==> src/sv/lmfs_pkg.sv <==
// Shared types, codes and constants of the LED matrix frame scanner.
`default_nettype none

package lmfs_pkg;

    // Field and word widths fixed by the command and result formats.
    localparam int POS_W   = 5;
    localparam int SIZE_W  = 4;
    localparam int COORD_W = 3;
    localparam int PIX_W   = 3;
    localparam int WORD_W  = 8;

    // Default matrix geometry.
    localparam int COLUMNS_DEF = 8;
    localparam int ROWS_DEF    = 8;

    // Pixel value that a rectangle fill writes: blue only.
    localparam logic [PIX_W-1:0] PIX_BLUE = 3'b001;

    // Command codes.
    typedef enum logic [1:0] {
        FUNC_CLEAR   = 2'd0,
        FUNC_PIXEL   = 2'd1,
        FUNC_RECT    = 2'd2,
        FUNC_REFRESH = 2'd3
    } func_t;

    // Sequencer states.
    typedef enum logic [1:0] {
        ST_IDLE,
        ST_FILL,
        ST_SCAN,
        ST_FLUSH
    } state_t;

    // Control from the sequencer to the frame store.
    typedef struct packed {
        logic wr_en;
        logic clr;
        logic rd_en;
    } store_ctl_t;

    // One lit pixel found by the scan, handed to the output stage.
    typedef struct packed {
        logic               vld;
        logic               blue;
        logic [COORD_W-1:0] x;
        logic [COORD_W-1:0] y;
    } scan_item_t;

endpackage

`default_nettype wire

==> src/sv/lmfs_store.sv <==
// Frame store memory with per-entry valid bits and a registered read port.
`default_nettype none

module lmfs_store #(
    parameter int DEPTH  = 64,
    parameter int ADDR_W = 6
) (
    input  wire                             clk,
    input  wire                             rst_n,
    input  wire lmfs_pkg::store_ctl_t       ctl,
    input  wire [ADDR_W-1:0]                addr,
    input  wire [lmfs_pkg::PIX_W-1:0]       wr_data,
    output logic [lmfs_pkg::PIX_W-1:0]      rd_data
);

    logic [lmfs_pkg::PIX_W-1:0] mem [0:DEPTH-1];
    logic [DEPTH-1:0]           valid_reg;
    logic [lmfs_pkg::PIX_W-1:0] q_data_reg;
    logic                       q_vld_reg;

    // Memory write port.
    always_ff @(posedge clk)
    begin
        if (ctl.wr_en)
        begin
            mem[addr] <= wr_data;
        end
    end

    // Valid bits: an entry that was never written since the last clear reads as zero.
    always_ff @(posedge clk or negedge rst_n)
    begin
        if (!rst_n)
        begin
            valid_reg <= '0;
        end
        else if (ctl.clr)
        begin
            valid_reg <= '0;
        end
        else if (ctl.wr_en)
        begin
            valid_reg[addr] <= 1'b1;
        end
    end

    // Registered read port.
    always_ff @(posedge clk)
    begin
        if (ctl.rd_en)
        begin
            q_data_reg <= mem[addr];
            q_vld_reg  <= valid_reg[addr];
        end
    end

    assign rd_data = q_vld_reg ? q_data_reg : '0;

endmodule

`default_nettype wire

==> src/sv/lmfs_seq.sv <==
// Command sequencer: decodes commands, walks rectangle fills and refresh scans.
`default_nettype none

module lmfs_seq #(
    parameter int COLUMNS = 8,
    parameter int ROWS    = 8,
    parameter int DEPTH   = 64,
    parameter int ADDR_W  = 6
) (
    input  wire                              clk,
    input  wire                              rst_n,
    input  wire                              cmd_valid,
    output logic                             cmd_ready,
    input  wire [1:0]                        func,
    input  wire [lmfs_pkg::POS_W-1:0]        pos_x,
    input  wire [lmfs_pkg::POS_W-1:0]        pos_y,
    input  wire                              red,
    input  wire                              green,
    input  wire                              blue,
    input  wire [lmfs_pkg::SIZE_W-1:0]       rect_width,
    input  wire [lmfs_pkg::SIZE_W-1:0]       rect_height,
    input  wire [lmfs_pkg::PIX_W-1:0]        store_q,
    input  wire                              push_ok,
    output lmfs_pkg::store_ctl_t             store_ctl,
    output logic [ADDR_W-1:0]                store_addr,
    output logic [lmfs_pkg::PIX_W-1:0]       store_data,
    output lmfs_pkg::scan_item_t             item,
    output logic                             flush
);

    localparam logic [lmfs_pkg::COORD_W-1:0] X_MAX = lmfs_pkg::COORD_W'(COLUMNS - 1);
    localparam logic [lmfs_pkg::COORD_W-1:0] Y_MAX = lmfs_pkg::COORD_W'(ROWS - 1);

    lmfs_pkg::state_t state_reg;
    lmfs_pkg::state_t state_next;
    lmfs_pkg::func_t  cmd_func;

    logic [lmfs_pkg::COORD_W-1:0] fx_reg;
    logic [lmfs_pkg::COORD_W-1:0] fy_reg;
    logic [lmfs_pkg::COORD_W-1:0] fy0_reg;
    logic [lmfs_pkg::COORD_W-1:0] fx_last_reg;
    logic [lmfs_pkg::COORD_W-1:0] fy_last_reg;
    logic [lmfs_pkg::COORD_W-1:0] sx_reg;
    logic [lmfs_pkg::COORD_W-1:0] sy_reg;
    logic [ADDR_W-1:0]            scan_addr_reg;
    logic                         issue_done_reg;
    logic                         s2_vld_reg;
    logic [lmfs_pkg::COORD_W-1:0] s2_x_reg;
    logic [lmfs_pkg::COORD_W-1:0] s2_y_reg;

    logic                         accept;
    logic                         pix_ok;
    logic                         rect_ok;
    logic [lmfs_pkg::POS_W-1:0]   x_end;
    logic [lmfs_pkg::POS_W-1:0]   y_end;
    logic [lmfs_pkg::POS_W-1:0]   x_last;
    logic [lmfs_pkg::POS_W-1:0]   y_last;
    logic                         lit;
    logic                         stall;
    logic                         fill_done;

    assign cmd_func = lmfs_pkg::func_t'(func);
    assign accept   = cmd_valid && cmd_ready;

    // Range checks for pixel writes and rectangle fills.
    assign pix_ok = !pos_x[lmfs_pkg::POS_W-1] && !pos_y[lmfs_pkg::POS_W-1]
                 && ({1'b0, pos_x[lmfs_pkg::POS_W-2:0]} < lmfs_pkg::POS_W'(COLUMNS))
                 && ({1'b0, pos_y[lmfs_pkg::POS_W-2:0]} < lmfs_pkg::POS_W'(ROWS));

    assign x_end  = {1'b0, pos_x[lmfs_pkg::POS_W-2:0]} + {1'b0, rect_width};
    assign y_end  = {1'b0, pos_y[lmfs_pkg::POS_W-2:0]} + {1'b0, rect_height};
    assign x_last = x_end - lmfs_pkg::POS_W'(1);
    assign y_last = y_end - lmfs_pkg::POS_W'(1);

    assign rect_ok = !pos_x[lmfs_pkg::POS_W-1] && !pos_y[lmfs_pkg::POS_W-1]
                  && (x_end <= lmfs_pkg::POS_W'(COLUMNS))
                  && (y_end <= lmfs_pkg::POS_W'(ROWS))
                  && (rect_width != '0) && (rect_height != '0);

    assign fill_done = (fx_reg == fx_last_reg) && (fy_reg == fy_last_reg);

    // Scan stage two: the registered read data is checked for a lit pixel.
    assign lit   = s2_vld_reg && (store_q != '0);
    assign stall = lit && !push_ok;

    // Next state.
    always_comb
    begin
        state_next = state_reg;
        case (state_reg)
            lmfs_pkg::ST_IDLE:
            begin
                if (accept)
                begin
                    if (cmd_func == lmfs_pkg::FUNC_RECT && rect_ok)
                    begin
                        state_next = lmfs_pkg::ST_FILL;
                    end
                    else if (cmd_func == lmfs_pkg::FUNC_REFRESH)
                    begin
                        state_next = lmfs_pkg::ST_SCAN;
                    end
                end
            end
            lmfs_pkg::ST_FILL:
            begin
                if (fill_done)
                begin
                    state_next = lmfs_pkg::ST_IDLE;
                end
            end
            lmfs_pkg::ST_SCAN:
            begin
                if (issue_done_reg && !s2_vld_reg)
                begin
                    state_next = lmfs_pkg::ST_FLUSH;
                end
            end
            lmfs_pkg::ST_FLUSH:
            begin
                if (push_ok)
                begin
                    state_next = lmfs_pkg::ST_IDLE;
                end
            end
            default:
            begin
                state_next = lmfs_pkg::ST_IDLE;
            end
        endcase
    end

    // Outputs to the store, the output stage and the command channel.
    always_comb
    begin
        cmd_ready       = 1'b0;
        store_ctl.wr_en = 1'b0;
        store_ctl.clr   = 1'b0;
        store_ctl.rd_en = 1'b0;
        store_addr      = scan_addr_reg;
        store_data      = lmfs_pkg::PIX_BLUE;
        item.vld        = 1'b0;
        item.blue       = store_q[0];
        item.x          = s2_x_reg;
        item.y          = s2_y_reg;
        flush           = 1'b0;
        case (state_reg)
            lmfs_pkg::ST_IDLE:
            begin
                cmd_ready       = 1'b1;
                store_ctl.clr   = cmd_valid && (cmd_func == lmfs_pkg::FUNC_CLEAR);
                store_ctl.wr_en = cmd_valid && (cmd_func == lmfs_pkg::FUNC_PIXEL) && pix_ok;
                store_addr      = ADDR_W'(pos_x[lmfs_pkg::COORD_W-1:0] * ROWS
                                        + pos_y[lmfs_pkg::COORD_W-1:0]);
                store_data      = {red, green, blue};
            end
            lmfs_pkg::ST_FILL:
            begin
                store_ctl.wr_en = 1'b1;
                store_addr      = ADDR_W'(fx_reg * ROWS + fy_reg);
            end
            lmfs_pkg::ST_SCAN:
            begin
                store_ctl.rd_en = !issue_done_reg && !stall;
                item.vld        = lit && push_ok;
            end
            lmfs_pkg::ST_FLUSH:
            begin
                flush = 1'b1;
            end
            default:
            begin
                flush = 1'b0;
            end
        endcase
    end

    // State register.
    always_ff @(posedge clk or negedge rst_n)
    begin
        if (!rst_n)
        begin
            state_reg <= lmfs_pkg::ST_IDLE;
        end
        else
        begin
            state_reg <= state_next;
        end
    end

    // Fill and scan counters.
    always_ff @(posedge clk or negedge rst_n)
    begin
        if (!rst_n)
        begin
            fx_reg         <= '0;
            fy_reg         <= '0;
            fy0_reg        <= '0;
            fx_last_reg    <= '0;
            fy_last_reg    <= '0;
            sx_reg         <= '0;
            sy_reg         <= '0;
            scan_addr_reg  <= '0;
            issue_done_reg <= 1'b0;
            s2_vld_reg     <= 1'b0;
            s2_x_reg       <= '0;
            s2_y_reg       <= '0;
        end
        else
        begin
            case (state_reg)
                lmfs_pkg::ST_IDLE:
                begin
                    if (accept)
                    begin
                        fx_reg         <= pos_x[lmfs_pkg::COORD_W-1:0];
                        fy_reg         <= pos_y[lmfs_pkg::COORD_W-1:0];
                        fy0_reg        <= pos_y[lmfs_pkg::COORD_W-1:0];
                        fx_last_reg    <= x_last[lmfs_pkg::COORD_W-1:0];
                        fy_last_reg    <= y_last[lmfs_pkg::COORD_W-1:0];
                        sx_reg         <= '0;
                        sy_reg         <= '0;
                        scan_addr_reg  <= '0;
                        issue_done_reg <= 1'b0;
                        s2_vld_reg     <= 1'b0;
                    end
                end
                lmfs_pkg::ST_FILL:
                begin
                    // Rows inside a column first, then the next column.
                    if (fy_reg == fy_last_reg)
                    begin
                        fy_reg <= fy0_reg;
                        fx_reg <= fx_reg + 1'b1;
                    end
                    else
                    begin
                        fy_reg <= fy_reg + 1'b1;
                    end
                end
                lmfs_pkg::ST_SCAN:
                begin
                    if (!stall)
                    begin
                        if (!issue_done_reg)
                        begin
                            s2_vld_reg    <= 1'b1;
                            s2_x_reg      <= sx_reg;
                            s2_y_reg      <= sy_reg;
                            scan_addr_reg <= scan_addr_reg + 1'b1;
                            if (sy_reg == Y_MAX)
                            begin
                                sy_reg <= '0;
                                if (sx_reg == X_MAX)
                                begin
                                    issue_done_reg <= 1'b1;
                                end
                                else
                                begin
                                    sx_reg <= sx_reg + 1'b1;
                                end
                            end
                            else
                            begin
                                sy_reg <= sy_reg + 1'b1;
                            end
                        end
                        else
                        begin
                            s2_vld_reg <= 1'b0;
                        end
                    end
                end
                default:
                begin
                    s2_vld_reg <= 1'b0;
                end
            endcase
        end
    end

`ifndef SYNTHESIS
    // The store has a single address, so a read and a write never share a cycle.
    a_no_rd_wr: assert property (@(posedge clk) disable iff (!rst_n)
        !(store_ctl.rd_en && store_ctl.wr_en))
        else $error("frame store read and write in the same cycle");

    // Every write lands inside the frame.
    a_wr_in_range: assert property (@(posedge clk) disable iff (!rst_n)
        store_ctl.wr_en |-> (store_addr < DEPTH))
        else $error("frame store write address out of range");

    // The final flush starts only after the scan pipeline has drained.
    a_flush_drained: assert property (@(posedge clk) disable iff (!rst_n)
        (state_reg == lmfs_pkg::ST_FLUSH) |-> !s2_vld_reg)
        else $error("flush with a scan entry still in flight");
`endif

endmodule

`default_nettype wire

==> src/sv/lmfs_out.sv <==
// Result stage: holds one lit pixel back to flag the last one, then the output register.
`default_nettype none

module lmfs_out (
    input  wire                              clk,
    input  wire                              rst_n,
    input  wire lmfs_pkg::scan_item_t        item,
    input  wire                              flush,
    output logic                             push_ok,
    input  wire                              res_ready,
    output logic                             res_valid,
    output logic [lmfs_pkg::WORD_W-1:0]      column_bits,
    output logic [lmfs_pkg::WORD_W-1:0]      row_bits,
    output logic                             last
);

    logic                          pend_vld_reg;
    logic [lmfs_pkg::WORD_W-1:0]   pend_col_reg;
    logic [lmfs_pkg::WORD_W-1:0]   pend_row_reg;
    logic                          res_vld_reg;
    logic [lmfs_pkg::WORD_W-1:0]   res_col_reg;
    logic [lmfs_pkg::WORD_W-1:0]   res_row_reg;
    logic                          last_reg;
    logic                          out_free;
    logic [lmfs_pkg::WORD_W-1:0]   item_col;
    logic [lmfs_pkg::WORD_W-1:0]   item_row;

    // Drive words of the new pixel.
    assign item_col = lmfs_pkg::WORD_W'(item.blue) << item.x;
    assign item_row = ~(lmfs_pkg::WORD_W'(1) << item.y);

    // The output register frees up this cycle if empty or being taken.
    assign out_free = !res_vld_reg || res_ready;
    assign push_ok  = !pend_vld_reg || out_free;

    // A new pixel pushes the held one out as a middle result; a flush sends it as last.
    always_ff @(posedge clk or negedge rst_n)
    begin
        if (!rst_n)
        begin
            pend_vld_reg <= 1'b0;
            pend_col_reg <= '0;
            pend_row_reg <= '0;
            res_vld_reg  <= 1'b0;
            res_col_reg  <= '0;
            res_row_reg  <= '0;
            last_reg     <= 1'b0;
        end
        else if (item.vld)
        begin
            pend_vld_reg <= 1'b1;
            pend_col_reg <= item_col;
            pend_row_reg <= item_row;
            if (pend_vld_reg)
            begin
                res_vld_reg <= 1'b1;
                res_col_reg <= pend_col_reg;
                res_row_reg <= pend_row_reg;
                last_reg    <= 1'b0;
            end
            else if (res_ready)
            begin
                res_vld_reg <= 1'b0;
            end
        end
        else if (flush && pend_vld_reg && out_free)
        begin
            pend_vld_reg <= 1'b0;
            res_vld_reg  <= 1'b1;
            res_col_reg  <= pend_col_reg;
            res_row_reg  <= pend_row_reg;
            last_reg     <= 1'b1;
        end
        else if (res_ready)
        begin
            res_vld_reg <= 1'b0;
        end
    end

    assign res_valid   = res_vld_reg;
    assign column_bits = res_col_reg;
    assign row_bits    = res_row_reg;
    assign last        = last_reg;

`ifndef SYNTHESIS
    // The held pixel leaves as the last result when the scan ends.
    a_flush_last: assert property (@(posedge clk) disable iff (!rst_n)
        (flush && pend_vld_reg && out_free) |=> (res_vld_reg && last_reg))
        else $error("flushed result not flagged as last");

    // A pixel displaced by a newer one is never flagged as last.
    a_push_middle: assert property (@(posedge clk) disable iff (!rst_n)
        (item.vld && pend_vld_reg) |=> (res_vld_reg && !last_reg))
        else $error("middle result flagged as last");
`endif

endmodule

`default_nettype wire

==> src/sv/led_matrix_frame_scanner.sv <==
// Clear, pixel write and a rectangle that is empty or off the frame each finish in the cycle of acceptance.
// A rectangle fill writes one entry per cycle and takes no new command until the whole rectangle is written.
// A refresh reads one entry per cycle while result transfers do not stall; each result waits until
// the next lit pixel is found, the last one until the scan ends.
// Reset clears the control state and the per-entry valid bits at once, so the frame reads dark
// immediately after reset with no clearing pass.
`default_nettype none

module led_matrix_frame_scanner #(
    parameter int COLUMNS = lmfs_pkg::COLUMNS_DEF,
    parameter int ROWS    = lmfs_pkg::ROWS_DEF
) (
    input  wire                              clk,
    input  wire                              rst_n,
    input  wire                              cmd_valid,
    output logic                             cmd_ready,
    input  wire [1:0]                        func,
    input  wire [lmfs_pkg::POS_W-1:0]        pos_x,
    input  wire [lmfs_pkg::POS_W-1:0]        pos_y,
    input  wire                              red,
    input  wire                              green,
    input  wire                              blue,
    input  wire [lmfs_pkg::SIZE_W-1:0]       rect_width,
    input  wire [lmfs_pkg::SIZE_W-1:0]       rect_height,
    output logic                             res_valid,
    input  wire                              res_ready,
    output logic [lmfs_pkg::WORD_W-1:0]      column_bits,
    output logic [lmfs_pkg::WORD_W-1:0]      row_bits,
    output logic                             last
);

    localparam int DEPTH  = COLUMNS * ROWS;
    localparam int ADDR_W = (DEPTH > 1) ? $clog2(DEPTH) : 1;

    lmfs_pkg::store_ctl_t        store_ctl;
    logic [ADDR_W-1:0]           store_addr;
    logic [lmfs_pkg::PIX_W-1:0]  store_data;
    logic [lmfs_pkg::PIX_W-1:0]  store_q;
    lmfs_pkg::scan_item_t        item;
    logic                        flush;
    logic                        push_ok;

    // Frame store.
    lmfs_store #(
        .DEPTH  (DEPTH),
        .ADDR_W (ADDR_W)
    ) u_store (
        .clk     (clk),
        .rst_n   (rst_n),
        .ctl     (store_ctl),
        .addr    (store_addr),
        .wr_data (store_data),
        .rd_data (store_q)
    );

    // Command sequencer.
    lmfs_seq #(
        .COLUMNS (COLUMNS),
        .ROWS    (ROWS),
        .DEPTH   (DEPTH),
        .ADDR_W  (ADDR_W)
    ) u_seq (
        .clk         (clk),
        .rst_n       (rst_n),
        .cmd_valid   (cmd_valid),
        .cmd_ready   (cmd_ready),
        .func        (func),
        .pos_x       (pos_x),
        .pos_y       (pos_y),
        .red         (red),
        .green       (green),
        .blue        (blue),
        .rect_width  (rect_width),
        .rect_height (rect_height),
        .store_q     (store_q),
        .push_ok     (push_ok),
        .store_ctl   (store_ctl),
        .store_addr  (store_addr),
        .store_data  (store_data),
        .item        (item),
        .flush       (flush)
    );

    // Result stage.
    lmfs_out u_out (
        .clk         (clk),
        .rst_n       (rst_n),
        .item        (item),
        .flush       (flush),
        .push_ok     (push_ok),
        .res_ready   (res_ready),
        .res_valid   (res_valid),
        .column_bits (column_bits),
        .row_bits    (row_bits),
        .last        (last)
    );

endmodule

`default_nettype wire
==> config.mk <==
export PLATFORM = sky130hd
export DESIGN_NAME = led_matrix_frame_scanner
export DESIGN_NICKNAME = d
export VERILOG_FILES = /design/src/sv/lmfs_pkg.sv /design/src/sv/lmfs_store.sv /design/src/sv/lmfs_seq.sv /design/src/sv/lmfs_out.sv /design/src/sv/led_matrix_frame_scanner.sv
export SDC_FILE = /design/constraint.sdc
export NUM_CORES = 1
export LEC_CHECK = 0
export ABC_AREA = 1
export BUFFER_PORTS_ARGS = -buffer_cell sky130_fd_sc_hd__buf_2
export CAP_MARGIN = 20
export CORE_ASPECT_RATIO = 2
export CORE_MARGIN = 8
export CORE_UTILIZATION = 45
export CTS_CLUSTER_DIAMETER = 100
export DETAILED_ROUTE_END_ITERATION = 16
export SLEW_MARGIN = 5
export SYNTH_ARGS = -nofsm -noshare
export SYNTH_HDL_FRONTEND = slang
export SYNTH_SLANG_ARGS = --single-unit
==> constraint.sdc <==
create_clock -name clk -period 5.1 [get_ports clk]
set_clock_uncertainty 0.1 [all_clocks]
set_input_delay 0.765 -clock clk [delete_from_list [all_inputs] [get_ports clk]]
set_output_delay 0.765 -clock clk [all_outputs]
set_load 0.1 [all_outputs]
==> results of run 1 <==
-- kinds of logic (layout without fill, tap and decap cells) --
family                   Yosys count  count (layout)
AO/OA/AOI/OAI                    245             245
AND/OR/NAND/NOR                  660             660
buffers and inverters            362             407
flip-flops                       332             332
XOR/XNOR                          15              15
adder cells (fa/ha/maj)           20              20
-- worst max-delay path, delay by kind of cell, from the launching register on --
kind,cells,cell delay (ns)
AOI/OAI and AO/OA,2,0.33
buffers and inverters,1,0.55
DFF,1,0.54
and+or+nand+nor,8,1.46
-- layer usage --
metal	global-route usage, %	wire length [microns]	up-vias
met4	6.56	1080	0
met5	0	0	-
li1	-	-	5319
met1	22.2	15100	5155
met3	1.89	1690	68
met2	31.0	18100	270
-- path summary, 6_finish.rpt --
path                                            from                    end  slack (ns)  depth (start not counted)
min in group clk                           res_ready        u_out.res_valid        0.32                          2
worst max-delay path              u_seq.state_reg[1]  u_store.q_data_reg[1]        1.65                         11
worst max register to register    u_seq.state_reg[1]  u_store.q_data_reg[1]        1.65                         11
worst min-delay path                           rst_n   u_out.column_bits[2]        0.09                          1
max in group asynchronous                      rst_n   u_store.valid_reg[0]        3.80                          2
worst min register to register  u_out.column_bits[5]   u_out.column_bits[5]        0.38                          2
-- metrics by stage --
step	cell area, sq um	setup slack [ns]	util (%)	cells	hold slack [ns]
6_report	16900	1.65	49.7	2120	0.0949
3_5_place_dp	15900	1.55	46.7	2062	0.367
5_1_grt	16900	1.42	49.7	2120	0.140
4_1_cts	16900	1.69	49.7	2119	0.106
2_1_floorplan	15400	1.96	-	1634	0.337
3_3_place_gp	15900	1.61	46.7	2062	0.361
-- final cells by class --
cell class	count	area, sq um	share of cell area (%)
sequential	332	9290	55.0
tap	441	552	3.27
clock buffer	40	861	5.10
inverter	292	1100	6.50
clock inverter	17	143	0.844
timing repair buffer	58	349	2.07
multi-input combinational	940	4600	27.2
-- synth_stat cells, types with 9 or more instances --
cell type,count,area share (%)
o31ai_1,11,0.54
buf_6,9,0.66
a21oi_1,61,2.0
or2_2,17,0.69
edfxtp_1,196,38
dfrtp_1,136,22
buf_4,9,0.44
nor2_1,126,3.1
o211ai_1,51,2.5
inv_2,21,0.51
xnor2_1,11,0.63
o21ai_0,66,2.2
nand4_1,17,0.69
nand3_1,81,2.6
inv_1,269,6.6
clkbuf_1,18,0.44
buf_2,33,1.1
o21ai_1,47,1.5
nand2_1,399,9.7
ha_1,18,1.5
-- power by group --
part / internal, uW / switching, uW
Sequential: 3500 / 265
Combinational: 1130 / 3300
Clock: 1290 / 1000
==> impl_metrics.py, run 1 <==
metrics = {
    "power_and_ir_drop": {
        "peakVddDrop_uv": 540,
        "p_leak_uw": 0.00797,
        "pwr_density_cell_nw_per_um2": 621,
        "finalPower_uw": 10500,
    },
    "die": {
        "die_area_sq_um": 40700,
        "design.core.area_sq_um": 34000,
        "dieWidth_microns": 147,
        "die_h_microns": 277,
        "start_util_pct": 45.2,
        "ios": 46,
        "fp-row-count": 96,
    },
    "sta": {
        "finalSetupViolations": 0,
        "timing.fmax_mhz": 290,
        "tightest_slew_ns": 1.12,
        "grt_setup_unrepaired": "false",
        "period_share_pct": 67.6,
        "max-slew-margin-rel_pct": 25.0,
        "finalSetupTns_ns": 0,
        "final-max-slew-violation-count": 0,
        "post-route-min-period_ns": 3.45,
        "hold_viol": 0,
    },
    "clock_tree": {
        "cts_max_level": 1,
        "cts_buffer_depth": 3,
        "post_cts.repair.setup_buffers": 0,
        "cts.sinks": 332,
        "clkLatencyLatePin_ns": 0.57,
        "cts_hold_buf": 0,
        "cts_tree": "built",
        "cts_resized": 0,
        "cts_root_buffer": "clkbuf_16",
        "clk_pin_slew_worst_paths_ns": 0.06,
        "numCtsBuffers": 31,
    },
    "placed_design": {
        "dp_hpwl_microns": 23200,
        "place_congestion": 0.838,
        "numPortBuffers": 45,
    },
    "cells_and_area": {
        "nets": 1702,
        "largest_reg_flops": 192,
        "final_cell_mix": "nand2_1, inv_1, edfxtp_1",
        "drive_gt1_share_pct": 9.95,
        "layout_commonest_cell": "nand2_1",
        "area_growth_syn_to_layout_pct": 9.96,
        "fillers": 3127,
        "diodes": 0,
    },
    "critical_path": {
        "end_kind": "register",
        "critPathLaunchType": "register",
        "cp_max_fo": 198,
        "worstPathCellList": "nor2_8 > nand2_1 > nand3_4 > buf_12 > nand2_1 > o211ai_1 > nand2_1 > o21ai_1 > nand2_1 > nor2_1 > nand2_1",
        "crit_slowest_cell": "buf_12",
        "crit_required_ns": 5.30,
        "cpMostUsedCell": "nand2_1",
        "crit_arrival_ns": 3.65,
        "crit_type": "register to register",
        "critPathMaxStageDelay_ns": 0.55,
    },
    "min_path": {
        "holdCritPathClass": "input pin to async pin",
    },
    "synthesis": {
        "synth_seq_area_share_pct": 60.5,
        "syn-num-nets": 1681,
        "avgSynthCellArea_sq_um": 9.40,
        "synth_top_family_by_area": "simple AND/OR/NAND/NOR gates",
        "ys_async_sr_fraction_pct": 41.0,
        "synthMuxAreaShare_pct": 0,
        "ys_ff_latch": 332,
        "synthSimpleGateAreaFrac_pct": 18.0,
        "yosys_warnings": 0,
        "syn_inst": 1634,
        "synth.cell_area_sq_um": 15400,
        "yosys.area_share.adder_pct": 1.73,
        "synth_edf_count": 196,
        "synth_xor_area_share_pct": 0.855,
        "synth_compound_area_share_pct": 9.19,
        "yosysUniqueCellTypes": 42,
        "ys.flop_type": "edfxtp_1",
    },
    "drt": {
        "wl_per_cell_microns": 17.0,
        "drt-total-wl_microns": 36000,
        "dr.first_iter.drc_count": 740,
        "route.detailed.drc": 0,
        "dr.pass1.iters": 5,
        "vias": 10800,
        "antenna_left": 0,
        "vias_per_cell": 5.10,
    },
    "global_routing": {
        "grt_max_degree": 199,
        "track_usage_pct": 17.8,
        "grt_pass1_vias": 11000,
        "antenna_found_initial": 0,
        "grt_overflow": 0,
        "grt_pass1_wl_microns": 57900,
    },
    "outcome": {
        "status": "finished, final reports clean",
    },
    "run": {
        "maxCapViolCount": 0,
    },
}
No activity file was read; power rests on OpenSTA's default activity.
==> run 2: changes to the inputs <==
--- a/config.mk
+++ b/config.mk
@@ -5,7 +5,7 @@
 export SDC_FILE = /design/constraint.sdc
 export NUM_CORES = 1
 export LEC_CHECK = 0
-export ABC_AREA = 1
+export ABC_AREA = 0
 export BUFFER_PORTS_ARGS = -buffer_cell sky130_fd_sc_hd__buf_2
 export CAP_MARGIN = 20
 export CORE_ASPECT_RATIO = 2
==> constraint.sdc (replaced) <==
create_clock -name clk -period 2.9 [get_ports clk]
set_clock_uncertainty 0.1 [all_clocks]
set_input_delay 0.435 -clock clk [delete_from_list [all_inputs] [get_ports clk]]
set_output_delay 0.435 -clock clk [all_outputs]
set_load 0.1 [all_outputs]
==> run 2 against run 1 <==
  * Maximum frequency is 22% higher
  * Sequential share of layout area is 0.64 points higher
  * Cell count is 22% lower
  * Register-to-register slack worse by 1.6 ns
  * Critical endpoint is now u_store.q_vld_reg
  * Largest power group unchanged
==> impl_metrics.py, run 2 <==
metrics = {
    "sta": {
        "final-max-slew-violation-count": 0,
        "tightest_slew_ns": 0.790,
        "timing.fmax_mhz": 352,
        "hold_slack_ns": 0.0390,
        "period_share_pct": 97.9,
        "post-route-min-period_ns": 2.84,
        "finalSetupViolations": 0,
        "grt_setup_unrepaired": "true",
        "hold_viol": 0,
        "max-slew-margin-rel_pct": 47.4,
    },
    "synthesis": {
        "synth_area_leader_cell": "edfxtp_1",
        "ys_async_sr_fraction_pct": 41.0,
        "synth.cell_area_sq_um": 14200,
        "yosysMostFrequentCell": "edfxtp_1",
        "netlist_top_cells_area": "edfxtp_1, dfrtp_1, mux2_2",
        "ys.flop_type": "edfxtp_1",
        "syn-num-nets": 1135,
        "synth_commonest_cells": "edfxtp_1, dfrtp_1, nor2_1",
        "synth_edf_count": 196,
        "yosys_warnings": 0,
        "synth_seq_area_share_pct": 65.5,
        "synth_top_area_share_pct": 41.5,
        "avgSynthCellArea_sq_um": 13.0,
        "yosysUniqueCellTypes": 59,
        "ys_ff_latch": 332,
        "syn_inst": 1088,
    },
    "min_path": {
        "hp-start": "pos_y[0]",
        "holdCritPathClass": "input pin to register",
        "whs_path_depth": 3,
        "holdPathEnd": "u_seq.fy0_reg[0]",
    },
    "cells_and_area": {
        "largest_reg_flops": 192,
        "ff_latch_area_sq_um": 9290,
        "final_cell_mix": "edfxtp_1, dfrtp_1, nor2_1",
        "layout_commonest_cell": "edfxtp_1",
        "area_growth_syn_to_layout_pct": 17.8,
        "final_util_pct": 53.4,
        "nets": 1258,
        "final_cells": 1657,
        "fillers": 2741,
        "multi_input_area_sq_um": 4690,
        "drive_gt1_share_pct": 23.2,
        "diodes": 0,
        "fin_area_sq_um": 16700,
    },
    "placed_design": {
        "dp_hpwl_microns": 25100,
        "placed_area_sq_um": 15700,
        "post-place-cells": 1602,
        "place_congestion": 0.915,
        "numPortBuffers": 45,
    },
    "critical_path": {
        "end_kind": "register",
        "crit_type": "register to register",
        "rr_endpoint": "u_store.q_vld_reg",
        "r2r_slack_ns": 0.06,
        "crit_required_ns": 3.10,
        "crit_arrival_ns": 3.04,
        "cp_max_fo": 14,
        "critPathLaunchType": "register",
        "r2r_cells": 10,
        "rr_startpoint": "u_seq.state_reg[0]",
    },
    "power_and_ir_drop": {
        "peakVddDrop_uv": 831,
        "pwr_density_cell_nw_per_um2": 1160,
        "p_leak_uw": 0.00634,
    },
    "die": {
        "dieWidth_microns": 142,
        "design.core.area_sq_um": 31300,
        "start_util_pct": 45.3,
        "ios": 46,
        "fp-row-count": 92,
        "die_area_sq_um": 37800,
        "die_h_microns": 267,
    },
    "drt": {
        "wl_per_cell_microns": 21.8,
        "route.detailed.drc": 0,
        "dr.pass1.iters": 5,
        "vias": 9512,
        "dr.first_iter.drc_count": 882,
        "vias_per_cell": 5.74,
        "antenna_left": 0,
        "drt-total-wl_microns": 36200,
    },
    "global_routing": {
        "grt_max_degree": 65,
        "antenna_found_initial": 0,
        "grt_pass1_vias": 9804,
        "grt_overflow": 0,
        "track_usage_pct": 19.5,
        "grt_pass1_wl_microns": 56900,
    },
    "clock_tree": {
        "cts_buffer_depth": 3,
        "clk_pin_slew_worst_paths_ns": 0.07,
        "cts_root_buffer": "clkbuf_16",
        "cts.sinks": 332,
        "cts_max_level": 1,
        "clkLatencyLatePin_ns": 0.56,
        "numCtsBuffers": 29,
        "cts_tree": "built",
    },
    "run": {
        "maxCapViolCount": 0,
    },
    "outcome": {
        "status": "finished, final reports clean",
    },
}
## run 2: changes by cell type after synthesis, sizes merged, moves of 29 or more
cell	before	now
nand3	82	10
nand2	402	106
o21a	1	70
mux2	0	65
a22oi	0	77
a21oi	61	31
inv	291	11
buf	52	23
o21ai	114	32
## run 2: cell families (layout without fill, tap and decap cells)
logic type | Yosys count | in the layout | synth area share, %
DFF | 332 | 332 | 65.5
AOI/OAI and AO/OA | 296 | 296 | 14.9
and+or+nand+nor | 275 | 275 | 8.30
muxes | 84 | 84 | 6.50
buffers and inverters | 65 | 211 | 1.98
adders and majority gates | 20 | 20 | 1.87
xor gates and xnor gates | 16 | 16 | 0.988
## run 2: worst max-delay path: stages (launching register included)
cell and delay [ns]:
dfrtp_2 0.45, mux2i_1 0.18, o21a_2 0.28, buf_4 0.17, buf_4 0.19, nand2_1 0.10
a21oi_1 0.07, nor4_1 0.31, buf_4 0.18, nor4_1 0.05, or4_1 0.50
## run 2: cell type report
| cell class | instances | area share [%] |
|---|---|---|
| sequential | 332 | 55.6 |
| inverter | 11 | 0.247 |
| multi-input combinational | 691 | 28.1 |
| clock inverter | 13 | 0.831 |
| tap | 423 | 3.17 |
| clock buffer | 41 | 4.97 |
| timing repair buffer | 146 | 7.06 |
## run 2: how the worst max path moves through the flow
stage / startpoint / end / slack, ns
2_1_floorplan: u_seq.state_reg[0] / u_store.q_data_reg[0] / 0.21
3_3_place_gp: pos_y[0] / u_store.q_data_reg[0] / -0.11
3_5_place_dp: pos_y[0] / u_store.q_data_reg[0] / -0.05
4_1_cts: u_seq.state_reg[0] / u_store.q_data_reg[2] / 0.002
5_1_grt: u_seq.state_reg[0] / u_store.q_vld_reg / -0.05
6_report: u_seq.state_reg[0] / u_store.q_vld_reg / 0.06
## run 2: timing repair
action,in CTS,in global routing
gates resized for setup,2,16
pin swaps,0,6
endpoints found under the setup margin,1,25
hold buffers,1,0
buffers inserted,0,0
endpoints found under the hold margin,50,0
## run 2: per-layer routing
layer	share of wire [%]	vias to the layer above	GRT usage, %
li1	-	4354	-
met5	0	-	0
met1	41	4819	24.2
met2	51	271	33.9
met4	3.9	0	8.23
met3	4.3	68	2.09
## run 2: through the flow
stage | total power (uW) | TNS (ns) | setup WS (ns)
after detailed placement | 15400 | -0.0485 | -0.0485
after global routing | 20300 | -0.0600 | -0.0531
after floorplan | 12000 | 0 | 0.215
after CTS | 19300 | 0 | 0.00193
after global placement | 15300 | -0.108 | -0.108
final | 19400 | 0 | 0.0620
## run 2: power breakdown
group          leakage (uW)  switching [uW]  total (uW)  internal (uW)
clock network      0.000477            1710        3900           2190
logic               0.00237            5470        8790           3320
registers           0.00349             529        6690           6160
total               0.00634            7710       19400          11700
